File: config.mk
export PLATFORM = sky130hd
export DESIGN_NAME = stepper_zone_positioner
export DESIGN_NICKNAME = d
export VERILOG_FILES = /design/src/rtl/core/szp_pkg.sv /design/src/rtl/core/szp_zone_target.sv /design/src/rtl/core/stepper_zone_positioner.sv
export SDC_FILE = /design/constraint.sdc
export NUM_CORES = 1
export LEC_CHECK = 0
export BUFFER_PORTS_ARGS = -buffer_cell sky130_fd_sc_hd__clkbuf_2
export CORE_ASPECT_RATIO = 0.7
export CORE_MARGIN = 2
export CORE_UTILIZATION = 56
export DETAILED_ROUTE_END_ITERATION = 8
export PLACE_DENSITY = 0.83
export SLEW_MARGIN = 40
export SYNTH_ARGS = -nofsm -noshare
export SYNTH_HDL_FRONTEND = slang
export SYNTH_SLANG_ARGS = --single-unit
export TNS_END_PERCENT = 20
File: constraint.sdc
create_clock -name clk -period 8.1 [get_ports clk]
set_input_delay 1.215 -clock clk [delete_from_list [all_inputs] [get_ports clk]]
set_output_delay 1.215 -clock clk [all_outputs]
set_load 0.005 [all_outputs]
File: src/rtl/core/szp_pkg.sv
// Shared types, codes and tables for the stepper zone positioner.
`timescale 1ns / 1ps
`default_nettype none

package szp_pkg;

  // Widths of the position, phase and zone quantities.
  localparam int unsigned PosWidth   = 7;
  localparam int unsigned PhaseWidth = 3;
  localparam int unsigned ZoneWidth  = 3;

  // Reset values of the configuration registers.
  localparam logic [PosWidth-1:0] FirstZonePositionReset = 7'd66;
  localparam logic [PosWidth-1:0] ZoneSpacingReset       = 7'd12;
  localparam logic [PosWidth-1:0] TravelLimitReset       = 7'd71;

  // Input action codes.
  typedef enum logic {
    ACT_TICK    = 1'b0,
    ACT_MESSAGE = 1'b1
  } action_t;

  // Travel direction codes.
  typedef enum logic {
    DIR_UP   = 1'b0,
    DIR_DOWN = 1'b1
  } heading_t;

  // Configuration register indexes (word address on the APB port).
  typedef enum logic [1:0] {
    REG_FIRST_ZONE_POSITION = 2'd0,
    REG_ZONE_SPACING        = 2'd1,
    REG_TRAVEL_LIMIT        = 2'd2
  } reg_index_t;

  // Zone codes with special meaning.
  localparam logic [ZoneWidth-1:0] ZoneNone   = 3'd0;
  localparam logic [ZoneWidth-1:0] ZoneIgnore = 3'd7;

  // Result of decoding one zone message.
  typedef struct packed {
    logic                hit;
    logic [PosWidth-1:0] target;
  } zone_target_t;

  // Half-step coil table, bit 3 drives coil one and bit 0 drives coil four.
  function automatic logic [3:0] coil_lookup(input logic [PhaseWidth-1:0] phase);
    logic [3:0] coils;
    case (phase)
      3'd0:    coils = 4'hA;
      3'd1:    coils = 4'h8;
      3'd2:    coils = 4'h9;
      3'd3:    coils = 4'h1;
      3'd4:    coils = 4'h5;
      3'd5:    coils = 4'h4;
      3'd6:    coils = 4'h6;
      default: coils = 4'h2;
    endcase
    return coils;
  endfunction

endpackage

`default_nettype wire

File: src/rtl/core/szp_zone_target.sv
// Zone message decoder: picks the first nonzero zone field and works out its target.
`timescale 1ns / 1ps
`default_nettype none

module szp_zone_target (
  input  wire logic [7:0]                  zone_byte_hi,
  input  wire logic [7:0]                  zone_byte_lo,
  input  wire logic [szp_pkg::PosWidth-1:0] first_zone_position,
  input  wire logic [szp_pkg::PosWidth-1:0] zone_spacing,
  input  wire logic [szp_pkg::PosWidth-1:0] travel_limit,
  output szp_pkg::zone_target_t             zone_target
);

  logic [szp_pkg::ZoneWidth-1:0] zone;
  logic [szp_pkg::ZoneWidth-1:0] zone_offset;
  logic [9:0]                    offset_steps;
  logic [10:0]                   raw_target;

  // Priority pick: high byte upper field first, low byte lower field last.
  always_comb begin
    if (zone_byte_hi[5:3] != szp_pkg::ZoneNone) begin
      zone = zone_byte_hi[5:3];
    end else if (zone_byte_hi[2:0] != szp_pkg::ZoneNone) begin
      zone = zone_byte_hi[2:0];
    end else if (zone_byte_lo[5:3] != szp_pkg::ZoneNone) begin
      zone = zone_byte_lo[5:3];
    end else begin
      zone = zone_byte_lo[2:0];
    end
  end

  // Target is the zone one position less the spacing per zone step.
  assign zone_offset  = zone - 3'd1;
  assign offset_steps = 10'(zone_spacing * zone_offset);
  assign raw_target   = {4'b0, first_zone_position} - {1'b0, offset_steps};

  // Clamp into the travel range and flag zones that carry no target.
  always_comb begin
    zone_target.hit = (zone != szp_pkg::ZoneNone) && (zone != szp_pkg::ZoneIgnore);
    if (raw_target[10]) begin
      zone_target.target = '0;
    end else if (raw_target[6:0] > travel_limit) begin
      zone_target.target = travel_limit;
    end else begin
      zone_target.target = raw_target[6:0];
    end
  end

endmodule

`default_nettype wire

File: src/rtl/core/stepper_zone_positioner.sv
// Top level of the stepper zone positioner: input stage, step logic, result stage, APB registers.
`timescale 1ns / 1ps
`default_nettype none

// A transaction on the input channel is either a step tick or a zone message. Each
// transaction gives exactly one result transaction, which passes through the input
// register and then the result register. The block takes one transaction every
// cycle while the output side accepts results: the only loop is the position, phase
// and heading update, a single increment and compare done between the input
// register and the result register. A message sets the target from the first
// nonzero zone field; a tick moves the motor one half step toward the target and
// reports the coil pattern of the phase it leaves. Registers at byte addresses 0,
// 4 and 8 hold the zone one position, the zone spacing and the travel limit; write
// them only while no transaction is in flight.
module stepper_zone_positioner (
  input  wire logic        clk,
  input  wire logic        rst,
  // Input channel
  input  wire logic        in_valid,
  output logic             in_ready,
  input  wire logic        action,
  input  wire logic [7:0]  zone_byte_hi,
  input  wire logic [7:0]  zone_byte_lo,
  // Result channel
  output logic             out_valid,
  input  wire logic        out_ready,
  output logic [3:0]       coil_pattern,
  output logic             stepped,
  output logic [6:0]       position,
  output logic             moving,
  output logic             heading,
  // Configuration port
  input  wire logic        psel,
  input  wire logic        penable,
  input  wire logic        pwrite,
  input  wire logic [3:0]  paddr,
  input  wire logic [31:0] pwdata,
  output logic [31:0]      prdata,
  output logic             pready
);

  localparam int unsigned PW = szp_pkg::PosWidth;

  // Configuration registers
  logic [PW-1:0] first_zone_position;
  logic [PW-1:0] zone_spacing;
  logic [PW-1:0] travel_limit;
  logic          cfg_write;

  // Input stage
  logic          s1_valid;
  logic          s1_action;
  logic [7:0]    s1_hi;
  logic [7:0]    s1_lo;
  logic          s1_fire;

  // Motor state
  logic [PW-1:0]                     step_position;
  logic [PW-1:0]                     step_position_next;
  logic [szp_pkg::PhaseWidth-1:0]    phase_index;
  logic [szp_pkg::PhaseWidth-1:0]    phase_index_next;
  logic                              travel_direction;
  logic                              travel_direction_next;
  logic [PW-1:0]                     target_position;
  logic [PW-1:0]                     target_position_next;
  logic [3:0]                        coil_next;
  logic                              stepped_next;

  // Step helpers
  logic                 step_dir;
  logic [PW-1:0]        moved_position;
  szp_pkg::zone_target_t zone_target;

  // APB write decode; the port never stalls.
  assign pready    = 1'b1;
  assign cfg_write = psel && penable && pwrite && pready;

  always_ff @(posedge clk) begin
    if (rst) begin
      first_zone_position <= szp_pkg::FirstZonePositionReset;
      zone_spacing        <= szp_pkg::ZoneSpacingReset;
      travel_limit        <= szp_pkg::TravelLimitReset;
    end else if (cfg_write) begin
      case (szp_pkg::reg_index_t'(paddr[3:2]))
        szp_pkg::REG_FIRST_ZONE_POSITION: first_zone_position <= pwdata[PW-1:0];
        szp_pkg::REG_ZONE_SPACING:        zone_spacing        <= pwdata[PW-1:0];
        szp_pkg::REG_TRAVEL_LIMIT:        travel_limit        <= pwdata[PW-1:0];
        default: ;
      endcase
    end
  end

  // APB read mux.
  always_comb begin
    case (szp_pkg::reg_index_t'(paddr[3:2]))
      szp_pkg::REG_FIRST_ZONE_POSITION: prdata = {25'b0, first_zone_position};
      szp_pkg::REG_ZONE_SPACING:        prdata = {25'b0, zone_spacing};
      szp_pkg::REG_TRAVEL_LIMIT:        prdata = {25'b0, travel_limit};
      default:                          prdata = '0;
    endcase
  end

  // The input stage moves on whenever the result register is free or being emptied.
  assign s1_fire  = s1_valid && (!out_valid || out_ready);
  assign in_ready = !s1_valid || s1_fire;

  always_ff @(posedge clk) begin
    if (rst) begin
      s1_valid <= 1'b0;
    end else if (in_ready) begin
      s1_valid <= in_valid;
    end
  end

  always_ff @(posedge clk) begin
    if (in_valid && in_ready) begin
      s1_action <= action;
      s1_hi     <= zone_byte_hi;
      s1_lo     <= zone_byte_lo;
    end
  end

  // Zone message decode.
  szp_zone_target u_zone_target (
    .zone_byte_hi        (s1_hi),
    .zone_byte_lo        (s1_lo),
    .first_zone_position (first_zone_position),
    .zone_spacing        (zone_spacing),
    .travel_limit        (travel_limit),
    .zone_target         (zone_target)
  );

  // One half step toward the target.
  assign step_dir       = (target_position < step_position) ? szp_pkg::DIR_DOWN
                                                             : szp_pkg::DIR_UP;
  assign moved_position = (step_dir == szp_pkg::DIR_DOWN) ? step_position - 7'd1
                                                          : step_position + 7'd1;

  // Next state and result for the transaction in the input stage.
  always_comb begin
    step_position_next    = step_position;
    phase_index_next      = phase_index;
    travel_direction_next = travel_direction;
    target_position_next  = target_position;
    coil_next             = '0;
    stepped_next          = 1'b0;
    if (s1_action == szp_pkg::ACT_MESSAGE) begin
      if (zone_target.hit) begin
        target_position_next = zone_target.target;
      end
    end else if (step_position != target_position) begin
      coil_next          = szp_pkg::coil_lookup(phase_index);
      stepped_next       = 1'b1;
      step_position_next = moved_position;
      phase_index_next   = (step_dir == szp_pkg::DIR_DOWN) ? phase_index - 3'd1
                                                           : phase_index + 3'd1;
      // Turn round at the travel ends.
      if (moved_position == travel_limit) begin
        travel_direction_next = szp_pkg::DIR_DOWN;
      end else if (moved_position == '0) begin
        travel_direction_next = szp_pkg::DIR_UP;
      end else begin
        travel_direction_next = step_dir;
      end
    end
  end

  always_ff @(posedge clk) begin
    if (rst) begin
      step_position    <= '0;
      phase_index      <= '0;
      travel_direction <= szp_pkg::DIR_UP;
      target_position  <= '0;
    end else if (s1_fire) begin
      step_position    <= step_position_next;
      phase_index      <= phase_index_next;
      travel_direction <= travel_direction_next;
      target_position  <= target_position_next;
    end
  end

  // Result register.
  always_ff @(posedge clk) begin
    if (rst) begin
      out_valid <= 1'b0;
    end else if (s1_fire) begin
      out_valid <= 1'b1;
    end else if (out_ready) begin
      out_valid <= 1'b0;
    end
  end

  always_ff @(posedge clk) begin
    if (s1_fire) begin
      coil_pattern <= coil_next;
      stepped      <= stepped_next;
      position     <= step_position_next;
      moving       <= (step_position_next != target_position_next);
      heading      <= travel_direction_next;
    end
  end

  // The phase always tracks the low bits of the position, since both start at zero
  // and move together.
  assert property (@(posedge clk) disable iff (rst)
    phase_index == step_position[szp_pkg::PhaseWidth-1:0])
    else $error("phase index out of step with position");

  // A message never moves the motor.
  assert property (@(posedge clk) disable iff (rst)
    s1_fire && (s1_action == szp_pkg::ACT_MESSAGE) |=> $stable(step_position))
    else $error("position changed on a zone message");

  // A stepped result always drives some coil, and an idle one drives none.
  assert property (@(posedge clk) disable iff (rst)
    out_valid |-> (stepped == (coil_pattern != 4'h0)))
    else $error("coil pattern does not match step flag");

  // An empty result register never blocks the input side.
  assert property (@(posedge clk) disable iff (rst)
    !out_valid |-> in_ready)
    else $error("input stalled with an empty result register");

endmodule

`default_nettype wire

==> results of run 1 <==
## cells in the mapped netlist (5+ instances only)
cell and number:
a211o_1 8, a21o_1 5, a21oi_1 23, and2_1 10
buf_4 26, clkbuf_1 16, dfxtp_1 41, edfxtp_1 27
fa_1 11, ha_1 42, inv_1 55, mux2i_1 29
nand2_1 44, nand2b_1 5, nand3_1 8, nand4_1 6
nor2_1 59, nor2b_1 14, nor3_1 15, nor3b_1 7
o21a_1 5, o21ai_0 23, xnor2_1 19
## sequential cells by signal, summed over array words and instances, names as in the netlist
signal,cells
coil_pattern,4
first_zone_position,7
heading,1
moving,1
out_valid,1
phase_index,3
position,7
s1_action,1
s1_hi,6
s1_lo,6
s1_valid,1
step_position,7
stepped,1
target_position,7
travel_direction,1
travel_limit,7
zone_spacing,7
## cells by family after synthesis
kind of cell / Yosys count / share of synthesized area (%)
other: 2 / 0.146
XOR/XNOR: 23 / 3.93
AO/OA/AOI/OAI: 110 / 15.4
flip-flops: 68 / 31.8
buffers and inverters: 101 / 9.46
multiplexers: 32 / 6.32
adder cells (fa/ha/maj): 53 / 14.5
AND/OR/NAND/NOR: 191 / 18.5
## critical path, cell delays in order (launching register included)
cell and delay, ps:
edfxtp_1 440, nor3_1 380, o21ai_0 160, nand2b_1 110
a21o_1 130, inv_1 50, ha_1 210, o21a_2 160
or2_2 380, and2_1 200, fa_1 440, fa_1 490
inv_1 40, ha_1 480, nand4_1 130, mux2_1 380
nand2_1 110, a21oi_1 80, xnor2_1 180, ha_1 270
o21ai_0 190, o21bai_1 120, o22ai_2 570, mux2_2 460
o311ai_0 290, o2111ai_1 190, nor4b_2 280, nand4b_1 140
## power by group
group | switching (mW) | leakage [nW] | internal, mW
clock | 0.146 | 0.147 | 0.246
sequential | 0.0178 | 0.594 | 0.388
combinational | 0.400 | 1.69 | 0.277
## final timing paths
path / from / end / slack, ps
worst max register to register: s1_hi[2] / moving / 750
worst min register to register: travel_direction / travel_direction / 470
worst max-delay path: s1_hi[2] / moving / 750
worst min-delay path: travel_direction / travel_direction / 470
## cell usage in the layout (no fill, tap or decap), types with 8 or more instances in the layout
master / instances
conb_1: 26
nand3_1: 8
and2_1: 10
fa_1: 11
mux2i_1: 29
ha_1: 42
a21oi_1: 23
a211o_1: 8
clkbuf_2: 50
nand2_1: 44
nor2_1: 58
nor3_1: 15
o21ai_0: 23
dfxtp_1: 41
nor2b_1: 13
inv_1: 55
edfxtp_1: 27
xnor2_1: 19
clkbuf_16: 9
## area by class of cell
type | instances | share of cell area, %
repair buffers | 56 | 5.18
flip-flops and latches | 68 | 28.6
clock buffers | 12 | 4.32
multi-input cells | 435 | 54.6
well taps | 124 | 2.72
clock inverters | 4 | 0.856
inverters | 56 | 3.69
## routing by layer
metal	GRT usage [%]	part of all wire [%]	vias to the layer above
met3	7.58	8.9	26
met2	37.7	44	189
li1	-	-	2064
met4	8.01	1.8	0
met1	35.7	46	1975
met5	0	0	-
## through the flow
step                      hold slack (ps)  util [%]  std cells
after CTS                             478      63.3        755
after detailed placement              471      60.0        739
after floorplan                       452         -        604
after global routing                  500      63.4        755
after global placement                462      60.0        739
final                                 474      63.4        755
==> results.toml, run 1 <==
[run_status]
status = "completed"

[timing]
tightest_slew_ps = 688
slew_viol_final = 0
setup_tns_ps = 0
setup-violations-final = 0
finalWorstSetupSlack_ps = 754
slew_headroom_pct = 54.1
timing.fmax_mhz = 136
grt_setup_unrepaired = "false"
fin_skew_ps = 6.40
hold_viol = 0
finalCriticalPeriod_ps = 7350
finalCritPeriodShare_pct = 90.7

[floorplanning]
dieArea_um2 = 9960
rows = 29
chipHeight_um = 84.1
pin_count = 109
start_util_pct = 57.0
die_w_um = 118
core_um2 = 9000

[setup_path]
path_max_fanout = 15
cp-start-kind = "register"
end_kind = "register"
crit_required_ps = 8170
reg2regPathDepth = 27
arrival_ps = 7420
criticalPathCategory = "register to register"

[cts]
cts_setup_buffers = 0
cts_hold_buf = 0
clockBufferDepth = 2
cts_tree = "done"
clk_pin_slew_worst_paths_ps = 50
clockRootBuffer = "clkbuf_16"
clk_latency_ps = 340
cts_buffers = 9
cts-resized-gates = 0
clkSinkCount = 68
cts_max_level = 3

[placed_design]
dpl_cell_area_um2 = 5400
dpl.hpwl_mm = 9.13
gp_congestion = 0.926
dp_slack_ps = 929
portBuffers = 51

[min_path]
whs_path_depth = 2
hold_path_class = "register to register"

[routing]
viasPerCell = 5.63
wl_mm = 12.2
ant_nets = 0
wire_per_inst_um = 16.1
vias = 4254
drc = 0
dr.pass1.iters = 4
drt_iter0_drc = 331

[synthesis]
synthTopCellsByArea = "dfxtp_1 (16%), edfxtp_1 (16%), ha_1 (10%)"
async_flop_share_pct = 0
yosysWarnings = 0
synth_edf_count = 27
synth_top_cell_area_share_pct = 16.0
synth_top_flop_cell = "dfxtp_1"
syn_inst = 580
ys_ff_latch = 68
yosysTopAreaCell = "dfxtp_1"
synth_area_um2 = 5130
yosysUniqueCellTypes = 73
synth.yosys.seq_area_share_pct = 31.8
synth.avg_cell_area_um2 = 8.85

[power]
power_density_nw_per_um2 = 259
leakagePower_nw = 2.43
peakVddDrop_mv = 0.172
p_total_mw = 1.47

[grt]
overflow = 0
grt.total_usage_pct = 25.5
grt_max_degree = 42
antenna_found_initial = 0
grt_pass1_wl_mm = 20.0
grt_pass1_vias = 4033

[final_layout]
syn_to_final_growth_pct = 11.1
diodes = 0
fin_area_um2 = 5700
drive_gt1_share_pct = 14.1
multi_input_area_um2 = 3120
final_nets = 739
regArea_um2 = 1630
nFillCells = 750

[flow_run]
cap_violations = 0
No activity file was read; power rests on OpenSTA's default activity.
==> run 2, diff against run 1 <==
--- a/config.mk
+++ b/config.mk
@@ -6,11 +6,10 @@
 export NUM_CORES = 1
 export LEC_CHECK = 0
 export BUFFER_PORTS_ARGS = -buffer_cell sky130_fd_sc_hd__clkbuf_2
-export CORE_ASPECT_RATIO = 0.7
 export CORE_MARGIN = 2
-export CORE_UTILIZATION = 56
+export CORE_UTILIZATION = 54
 export DETAILED_ROUTE_END_ITERATION = 8
-export PLACE_DENSITY = 0.83
+export PLACE_DENSITY = 0.79
 export SLEW_MARGIN = 40
 export SYNTH_ARGS = -nofsm -noshare
 export SYNTH_HDL_FRONTEND = slang
==> run 2 against run 1 <==
Effect of this change:
- cell count is 0.66% higher
- clock power is 27% lower
- register-to-register slack improved by 250 ps
- critical path type unchanged
- critical endpoint unchanged
==> results.toml, run 2 (synthesized netlist as in run 1, its figures left out) <==
[grt]
antenna_found_initial = 0
grt_pass1_vias = 4086
grt.total_usage_pct = 23.7
grt_max_degree = 42
grt_pass1_wl_mm = 19.3
overflow = 0

[floorplanning]
rows = 35
dieArea_um2 = 10300
pin_count = 109
die_w_um = 101
core_um2 = 9240
start_util_pct = 55.5
chipHeight_um = 101

[final_layout]
final_common_cell = "nor2_1"
final_cell_mix = "nor2_1 (58), inv_1 (55), clkbuf_2 (50), nand2_1 (44), ha_1 (42)"
final_nets = 739
drive_gt1_share_pct = 14.3
fin_area_um2 = 5600
diodes = 0
instances_no_fill = 760
syn_to_final_growth_pct = 9.22

[timing]
slew_headroom_pct = 45.7
finalCritPeriodShare_pct = 87.6
tightest_slew_ps = 815
grt_setup_unrepaired = "false"
holdWs_ps = 491
setup_tns_ps = 0
setup-violations-final = 0
fin_skew_ps = 10.6
finalCriticalPeriod_ps = 7090
hold_viol = 0
timing.fmax_mhz = 141
slew_viol_final = 0

[placed_design]
gp_congestion = 0.977
dpl.hpwl_mm = 8.82
dpl_cell_area_um2 = 5400
dp.cells = 744
portBuffers = 51

[cts]
clockBufferDepth = 2
clkSinkCount = 68
clk_latency_ps = 360
cts-resized-gates = 0
clk_pin_slew_worst_paths_ps = 80
cts_setup_buffers = 0
cts_hold_buf = 0
cts_buffers = 9
clockRootBuffer = "clkbuf_8"
cts_max_level = 3
cts_tree = "done"

[routing]
dr.pass1.iters = 7
wl_mm = 11.5
wire_per_inst_um = 15.1
drc = 0
ant_nets = 0
viasPerCell = 5.53
vias = 4199
drt_iter0_drc = 230

[min_path]
hold_path_class = "register to register"
hp-start = "travel_direction"

[setup_path]
crit_required_ps = 8190
cp-start-kind = "register"
slowest_delay_ps = 540
crit_slowest_cell = "fa_1"
timing.rr.start = "s1_lo[5]"
end_kind = "register"
criticalPathCategory = "register to register"
arrival_ps = 7190
cpMostUsedCell = "ha_1"
crit_start = "s1_lo[5]"
ff2ff_setup_slack_ps = 1010
path_max_fanout = 14

[run_status]
status = "completed"

[power]
peakVddDrop_mv = 0.119
leakagePower_nw = 2.37
power_density_nw_per_um2 = 244

[flow_run]
cap_violations = 0
-- run 2: cell types whose count changed in the layout (fill, tap and decap cells not counted), moves of 2 or more --
cell	delta
inv_6	+2
clkbuf_1	-2
clkinvlp_4	+3
clkbuf_8	+8
clkbuf_16	-9
-- run 2: layout make-up --
cell class	instances	area, um^2
fill	810	3640
multi-input combinational	435	3110
sequential	68	1630
timing repair buffer	56	293
inverter	56	210
tap	129	161
clock buffer	9	124
clock inverter	7	75.1
-- run 2: final timing paths --
kind                                          to  cells past startpoint
worst min-delay path            travel_direction                      2
worst max register to register            moving                     28
worst min register to register  travel_direction                      2
worst max-delay path                      moving                     28
-- run 2: metrics by stage --
stage / power (mW) / worst slack, ps / util, %
after global placement: 1.04 / 1290 / 58.5
after CTS: 1.36 / 1130 / 60.6
final: 1.37 / 1010 / 60.7
after floorplan: 0.923 / 1580 / -
after global routing: 1.46 / 637 / 60.7
after detailed placement: 1.07 / 1160 / 58.5
-- run 2: power breakdown --
part	total [mW]	internal (mW)	leakage (nW)	switching, mW
registers	0.404	0.387	0.594	0.0170
logic	0.677	0.280	1.69	0.397
clock network	0.287	0.144	0.0923	0.143
-- run 2: routing by layer --
layer	wire length, um	GRT usage, %
met5	0	0
met4	168	7.38
met3	752	4.07
met2	5640	41.5
met1	4930	29.8
-- run 2: worst max-delay path, delay by kind of cell (launching register included) --
family / cells / cell delay, ps
AO/OA/AOI/OAI: 10 / 2270
adder cells (fa/ha/maj): 5 / 2100
AND/OR/NAND/NOR: 7 / 1050
multiplexers: 2 / 510
flip-flops: 1 / 430
buffers and inverters: 3 / 340
XOR/XNOR: 1 / 140
==> run 3, diff against run 2 <==
--- a/config.mk
+++ b/config.mk
@@ -6,6 +6,7 @@
 export NUM_CORES = 1
 export LEC_CHECK = 0
 export BUFFER_PORTS_ARGS = -buffer_cell sky130_fd_sc_hd__clkbuf_2
+export CORE_ASPECT_RATIO = 1.5
 export CORE_MARGIN = 2
 export CORE_UTILIZATION = 54
 export DETAILED_ROUTE_END_ITERATION = 8
==> run 3 against run 2 <==
Effect of this change:
- sequential power about the same
- routed wire length grew 6.4%
- sequential cell count unchanged
==> results.toml, run 3 (synthesized netlist as in run 1, its figures left out) <==
[timing]
finalWorstSetupSlack_ps = 787
timing.fmax_mhz = 137
finalCritPeriodShare_pct = 90.3
fin_skew_ps = 7.69
slew_headroom_pct = 46.2
setup_tns_ps = 0
slew_viol_final = 0
grt_setup_unrepaired = "false"
setup-violations-final = 0
holdWs_ps = 484
tightest_slew_ps = 806
hold_viol = 0
finalCriticalPeriod_ps = 7310

[setup_path]
cpMostUsedCell = "ha_1"
crit_required_ps = 8160
arrival_ps = 7370
end_kind = "register"
criticalPathCategory = "register to register"
path_max_fanout = 11
crit_family = "compound AO/OA/AOI/OAI gates"
cp-start-kind = "register"
slowest_delay_ps = 580
ff2ff_setup_slack_ps = 790
crit_slowest_cell = "o22ai_1"
timing.critical_path.buf_inv = 2

[power]
p_comb_share_pct = 45.9
power.internal_uw = 939
leakagePower_nw = 2.43
power_switching_uw = 568
peakVddDrop_mv = 0.167
clkPwrFrac_pct = 27.2
p_total_mw = 1.51
p_seq_share_pct = 26.9
power_density_nw_per_um2 = 264
swShare_pct = 37.7

[cts]
clk_latency_ps = 330
cts_buffers = 9
cts-resized-gates = 0
clockRootBuffer = "clkbuf_16"
cts_setup_buffers = 0
cts_hold_buf = 0
clockBufferDepth = 2
clk_pin_slew_worst_paths_ps = 60
clkSinkCount = 68
cts_tree = "done"
cts_max_level = 3

[final_layout]
syn_to_final_growth_pct = 11.1
final_cell_mix = "nor2_1 (58), inv_1 (55), clkbuf_2 (50), nand2_1 (44), ha_1 (42)"
fin_util_pct = 61.6
multi_input_area_um2 = 3110
drive_gt1_share_pct = 13.8
regArea_um2 = 1630
final_nets = 740
nFillCells = 800
final_common_cell = "nor2_1"
fin_area_um2 = 5700
instances_no_fill = 744
diodes = 0

[floorplanning]
start_util_pct = 55.4
chipHeight_um = 123
rows = 43
die_w_um = 83.6
dieArea_um2 = 10300
core_um2 = 9250
pin_count = 109

[grt]
grt_max_degree = 42
grt.total_usage_pct = 24.8
antenna_found_initial = 0
overflow = 0
grt_pass1_vias = 4430
grt_pass1_wl_mm = 20.4

[routing]
drc = 0
wire_per_inst_um = 16.4
drt_iter0_drc = 276
wl_mm = 12.2
ant_nets = 0
dr.pass1.iters = 5
vias = 4343
viasPerCell = 5.84

[min_path]
hold_path_class = "register to register"

[placed_design]
dpl.hpwl_mm = 9.19
dp.cells = 728
gp_congestion = 0.915
dpl_cell_area_um2 = 5390
portBuffers = 51
dp_slack_ps = 827

[run_status]
status = "completed"

[flow_run]
cap_violations = 0
-- run 3: cell count changes in the layout (fill, tap and decap cells not counted) --
cell,change
bufinv_16,+1
clkinv_2,-1
clkbuf_8,-9
clkinv_4,+1
clkbuf_16,+9
clkbuf_1,+2
buf_4,+1
clkinvlp_4,-3
inv_6,-2
clkinv_1,+2
-- run 3: area by class of cell --
class	count	share of cell area (%)
well taps	112	2.46
repair buffers	57	5.27
clock inverters	5	1.34
flip-flops and latches	68	28.6
inverters	56	3.69
multi-input cells	435	54.5
clock buffers	11	4.08
-- run 3: final timing paths --
kind                                  startpoint          endpoint  depth (start not counted)
worst max register to register          s1_hi[2]            moving                         27
worst min register to register  travel_direction  travel_direction                          2
worst min-delay path            travel_direction  travel_direction                          2
worst max-delay path                    s1_hi[2]            moving                         27
-- run 3: power groups by stage --
stage,combinational (mW),clock [mW],sequential [mW]
floorplan,0.515,0,0.408
global placement,0.640,0,0.411
detailed placement,0.665,0,0.413
CTS,0.679,0.417,0.405
global route,0.757,0.427,0.408
finish,0.692,0.411,0.405
-- run 3: worst register-to-register path: cells and delay by family, from the launching register on --
family	cells	cell delay, ps
and+or+nand+nor	8	1660
adders and majority gates	5	1900
muxes	2	850
buffers and inverters	2	100
AOI/OAI and AO/OA	9	1910
xor gates and xnor gates	1	180
DFF	1	440
-- run 3: routing by layer --
| layer | track usage, % | vias up | part of all wire [%] |
|---|---|---|---|
| met1 | 23.8 | 2033 | 35 |
| met2 | 47.9 | 197 | 54 |
| met5 | 0 | - | 0 |
| met3 | 4.81 | 55 | 6.0 |
| met4 | 16.2 | 0 | 5.4 |
| li1 | - | 2058 | - |
